File: src/hw/rtl/rv32i_execute_unit_top_macros.svh
// Assertion macros shared by the execute unit RTL.
// Included by files that check their own logic; no other dependencies.
`ifndef RV32I_EXECUTE_UNIT_TOP_MACROS_SVH
`define RV32I_EXECUTE_UNIT_TOP_MACROS_SVH

// Consequent must hold in the same cycle as the antecedent.
`define RV32EU_ASSERT_SAME(label, clk, rst, ante, cons, msg) \
   label: assert property (@(posedge clk) disable iff (rst) (ante) |-> (cons)) \
      else $error(msg);

// Consequent must hold in the cycle after the antecedent.
`define RV32EU_ASSERT_NEXT(label, clk, rst, ante, cons, msg) \
   label: assert property (@(posedge clk) disable iff (rst) (ante) |=> (cons)) \
      else $error(msg);

`endif

File: src/hw/rtl/rv32eu_ram.sv
// Generic single-write, single-read synchronous RAM with registered read data.
// No dependencies; instantiated for the register file and data store lanes.
module rv32eu_ram #(
   parameter int WIDTH = 32,
   parameter int DEPTH = 32,
   localparam int AW = $clog2(DEPTH)
) (
   input  logic             clock,
   input  logic             we,
   input  logic [AW-1:0]    waddr,
   input  logic [WIDTH-1:0] wdata,
   input  logic             re,
   input  logic [AW-1:0]    raddr,
   output logic [WIDTH-1:0] rdata
);

   logic [WIDTH-1:0] mem_ff [DEPTH];
   logic [WIDTH-1:0] rdata_ff;

   always_ff @(posedge clock) begin
      if (we) begin
         mem_ff[waddr] <= wdata;
      end
      if (re) begin
         rdata_ff <= mem_ff[raddr];
      end
   end

   assign rdata = rdata_ff;

endmodule

File: config.mk
export PLATFORM = sky130hd
export DESIGN_NAME = rv32eu_ram
export DESIGN_NICKNAME = d
export VERILOG_FILES = /design/src/hw/rtl/rv32i_execute_unit_top_macros.svh /design/src/hw/rtl/rv32eu_ram.sv
export SDC_FILE = /design/constraint.sdc
export NUM_CORES = 1
export LEC_CHECK = 0
export ABC_AREA = 1
export BUFFER_PORTS_ARGS = -buffer_cell sky130_fd_sc_hd__buf_2
export CAP_MARGIN = 20
export CORE_AREA = 3 3 283 285
export DETAILED_ROUTE_END_ITERATION = 10
export DIE_AREA = 0 0 286 288
export GPL_TIMING_DRIVEN = 1
export PLACE_DENSITY_LB_ADDON = 0.08
export SLEW_MARGIN = 15
export SYNTH_ARGS = -nofsm -noshare
export SYNTH_HDL_FRONTEND = slang
export SYNTH_SLANG_ARGS = --single-unit
File: constraint.sdc
create_clock -name clock -period 3.8 [get_ports clock]
set_input_delay 0.76 -clock clock [delete_from_list [all_inputs] [get_ports clock]]
set_output_delay 0.76 -clock clock [all_outputs]
set_load 0.03 [all_outputs]
[Word level (Yosys, flattened, before mapping)]
Memory sizes are Yosys's and may differ from the RTL's. A register that Yosys moved wholly into a read port is not among the register bits.
Index checks and enable logic that the tools add are counted.
Word-level totals
  register bits after elaboration: 0
  memories: 1
  memory bits (writable): 1024
  bits in latches: 0
  output and inout port bits: 32
  logic and storage cells: 3
  ROM bits: 0
  bits of input ports: 45
Cells by class
  multipliers: 0
  equality and inequality tests: 0
  magnitude comparators: 0
  shift operators: 0
  add/subtract/negate cells: 0
  reductions and logical operators: 0
  divide/modulo/power cells: 0
  multiplexer cells: 2
  bitwise gates (word level): 0
Memory list
  mem_ff: words 32, bits a word 32, read ports 1, clocked after Yosys merged registers in 1, wr ports 1, line rv32eu_ram.sv:17  | logic [WIDTH-1:0] mem_ff [DEPTH];
Operators with widths (count)
  $mux W1: 2

[Logic depth before layout (Yosys ltp)]
  depth in word-level cells: 2
  depth in mapped cells: 12
  gate-level depth less buffers: 9

[Worst setup path before layout]
Ideal clock, no wire load.
  kind: input -> register
  from: in waddr[0]
  to: mem mem_ff[0][0] (enable)
  setup slack: 0.964 ns
  cell stages on the path: 3
  data required time: 3.379 ns
  data arrival time: 2.415 ns
  cell sequence: inv_1 -> nand3_1 -> nor2_1
RTL lines
  start, declared: line rv32eu_ram.sv:10  | input logic [AW-1:0] waddr,
  end, declared: line rv32eu_ram.sv:17
No word-level cell before the write port.

==> results.cfg <==
[global_routing]
grt_busiest_layer = met2
met2_usage = 0.460
use_met3 = 0.0393
grt_use_met1 = 0.430
antenna_found_initial = 1
grt_pass1_vias = 26700
grt_max_degree = 146
grt_pass1_wl_mm = 177
groute.usage.overall = 0.293
overflow = 0

[synth]
ys_top_cells_by_area = edfxtp_1 (74%), nand2_1 (13%), nand3_1 (9.1%)
avgSynthCellArea_um2 = 12.1
synth_cell_types = 13
ys_seq_area_frac = 0.742
synth_edf_count = 1056
yosysTopAreaCell = edfxtp_1
yosys-top-cells-count = nand2_1 (1440), edfxtp_1 (1056), nand3_1 (780)
ys_ff_latch = 1056
synthCells = 3536
yosys_warnings = 0
synth.most_common_cell = nand2_1
synth_area_mm2 = 0.0427
synthArstFlopShare = 0
synth_ff_type = edfxtp_1
synth_top_area_share = 0.742
synth_fp_nets = 3581

[drt]
drc = 0
dr_total_vias = 27700
wl_mm = 120
avgViaCountPerCell = 5.90
post_drt_wl_per_cell_um = 25.5
drt_first_pass_iters = 5
antenna_left = 0
drtIter0Drc = 3527

[timing]
finalHoldViolations = 0
grt_setup_unrepaired = false
fin_hold_ws_ns = 0.658
tns_ns = 0
fmax_ghz = 0.420
tightest_slew_ns = 0.909
fin_crit_ns = 2.38
setup_viol = 0
slew_headroom = 0.392
finalCritPeriodShare = 0.627
skew_ns = 0.0271
maxSlewViolCount = 0

[cts]
clkLatencyLatePin_ns = 0.67
cts_max_level = 3
cts_tree = built
ctsHoldBuffers = 0
cts_root_buffer = clkbuf_16
cts_buffers = 104
cts_buffer_depth = 3
post_cts_buffers = 0
clkSinkCount = 1056
clk_pin_slew_ns = 0.07
ctsResizeCount = 0

[job]
max-cap-violations = 0

[die]
ioPinCount = 77
die_area_mm2 = 0.0824
initial_core_util = 0.551
die_width_um = 286
row_count = 102
design.core.area_mm2 = 0.0776
die_h_um = 288

[hold_path]
hp-class = in2reg
min-delay-start = wdata[28]
whs_endpoint = mem_ff[24][28]$_DFFE_PP_
whs_path_depth = 1

[layout]
instances_no_fill = 4705
nNetsFinal = 3626
seqCellArea_mm2 = 0.0317
utilization = 0.609
post_route_cells_drive_above_1_share = 0.0903
multi_input_area_mm2 = 0.00967
num-fill-cells = 6184
syn_to_final_growth_pct = 10.5

[run_status]
status = complete, no violations

[critical_path]
rr_endpoint = rdata[3]$_DFFE_PP_
startpoint_type = primary input
reg2regPathDepth = 8
crit_type = in2reg
worstPathArrival_ns = 2.78
reg2reg_slack_ns = 2.28
critPathMaxFanout = 58
r2r-start = mem_ff[15][3]$_DFFE_PP_
required_ns = 4.20
worstSetupEndpointType = register

[placed_design]
dp.final_hpwl_mm = 63.2
port_buffers = 76
gp_congestion = 0.840
dp_cells = 4515

[power_and_ir_drop]
leakage_nw = 17.2
power_density_mw_per_mm2 = 517
ir_drop_mv = 0.314
power_mw = 24.4
-- layout by cell type, fill, tap and decap left out, types with 19 or more instances in the layout --
master,n
clkinv_2,19
edfxtp_1,1056
buf_4,58
nand2_1,1440
nor2_4,32
clkbuf_16,105
clkbuf_1,26
buf_2,72
buf_12,24
clkinv_1,25
nand3_1,780
-- cells by family (layout without fill, tap and decap cells) --
family,after synthesis,in the layout,share of synthesized area
buffers and inverters,228,356,0.0371
AND/OR/NAND/NOR,2252,2252,0.221
other,0,1,0
flip-flops,1056,1056,0.742
-- final cells by class --
class                           count  area share
Antenna cell                        1   0.0000530
Clock buffer                      131      0.0577
Clock inverter                     58     0.00922
Inverter                           10     0.00140
Multi-Input combinational cell   2252       0.205
Sequential cell                  1056       0.671
Tap cell                         1040      0.0276
Timing Repair Buffer              157      0.0279
-- critical path: stages --
cell and delay [ns]:
buf_8 0.34, buf_4 0.71, nand3_1 0.17, nand3_1 0.11
nand2_1 0.13, nand2_1 0.12, nand2_1 0.09, nand2_1 0.21
nand2_1 0.07
-- stage by stage --
step / worst slack, ns / instance area [µm²]
global placement: 0.757 / 44000
floorplan: 0.964 / 42700
finish: 1.42 / 47200
detailed placement: 0.768 / 44100
global route: 1.30 / 47200
CTS: 1.46 / 47200
-- power breakdown --
| group | internal [mW] | leakage [nW] | total (mW) | switching (mW) |
|---|---|---|---|---|
| sequential | 13.0 | 9.55 | 13.1 | 0.0571 |
| clock | 5.46 | 1.55 | 9.73 | 4.27 |
| combinational | 0.382 | 6.13 | 1.61 | 1.23 |
| total | 18.8 | 17.2 | 24.4 | 5.55 |
-- sequential cells by signal (all words and copies together) (netlist names) --
register,flops
mem_ff,1024
rdata,32
-- worst max path at each step --
stage	cells past startpoint	slack, ns	end	from
finish	9	1.42	rdata[3]$_DFFE_PP_	raddr[1]
floorplan	3	0.96	mem_ff[0][0]$_DFFE_PP_	waddr[0]
global route	9	1.30	rdata[3]$_DFFE_PP_	raddr[1]
CTS	9	1.46	rdata[3]$_DFFE_PP_	raddr[1]
global placement	9	0.76	rdata[3]$_DFFE_PP_	raddr[1]
detailed placement	9	0.77	rdata[3]$_DFFE_PP_	raddr[1]
-- metal layers --
| metal | part of all wire | vias up |
|---|---|---|
| met5 | 0 | - |
| met3 | 0.090 | 194 |
| li1 | - | 12400 |
| met2 | 0.47 | 1451 |
| met1 | 0.42 | 13700 |
| met4 | 0.026 | 0 |
Power figures use the tool's default switching activity.
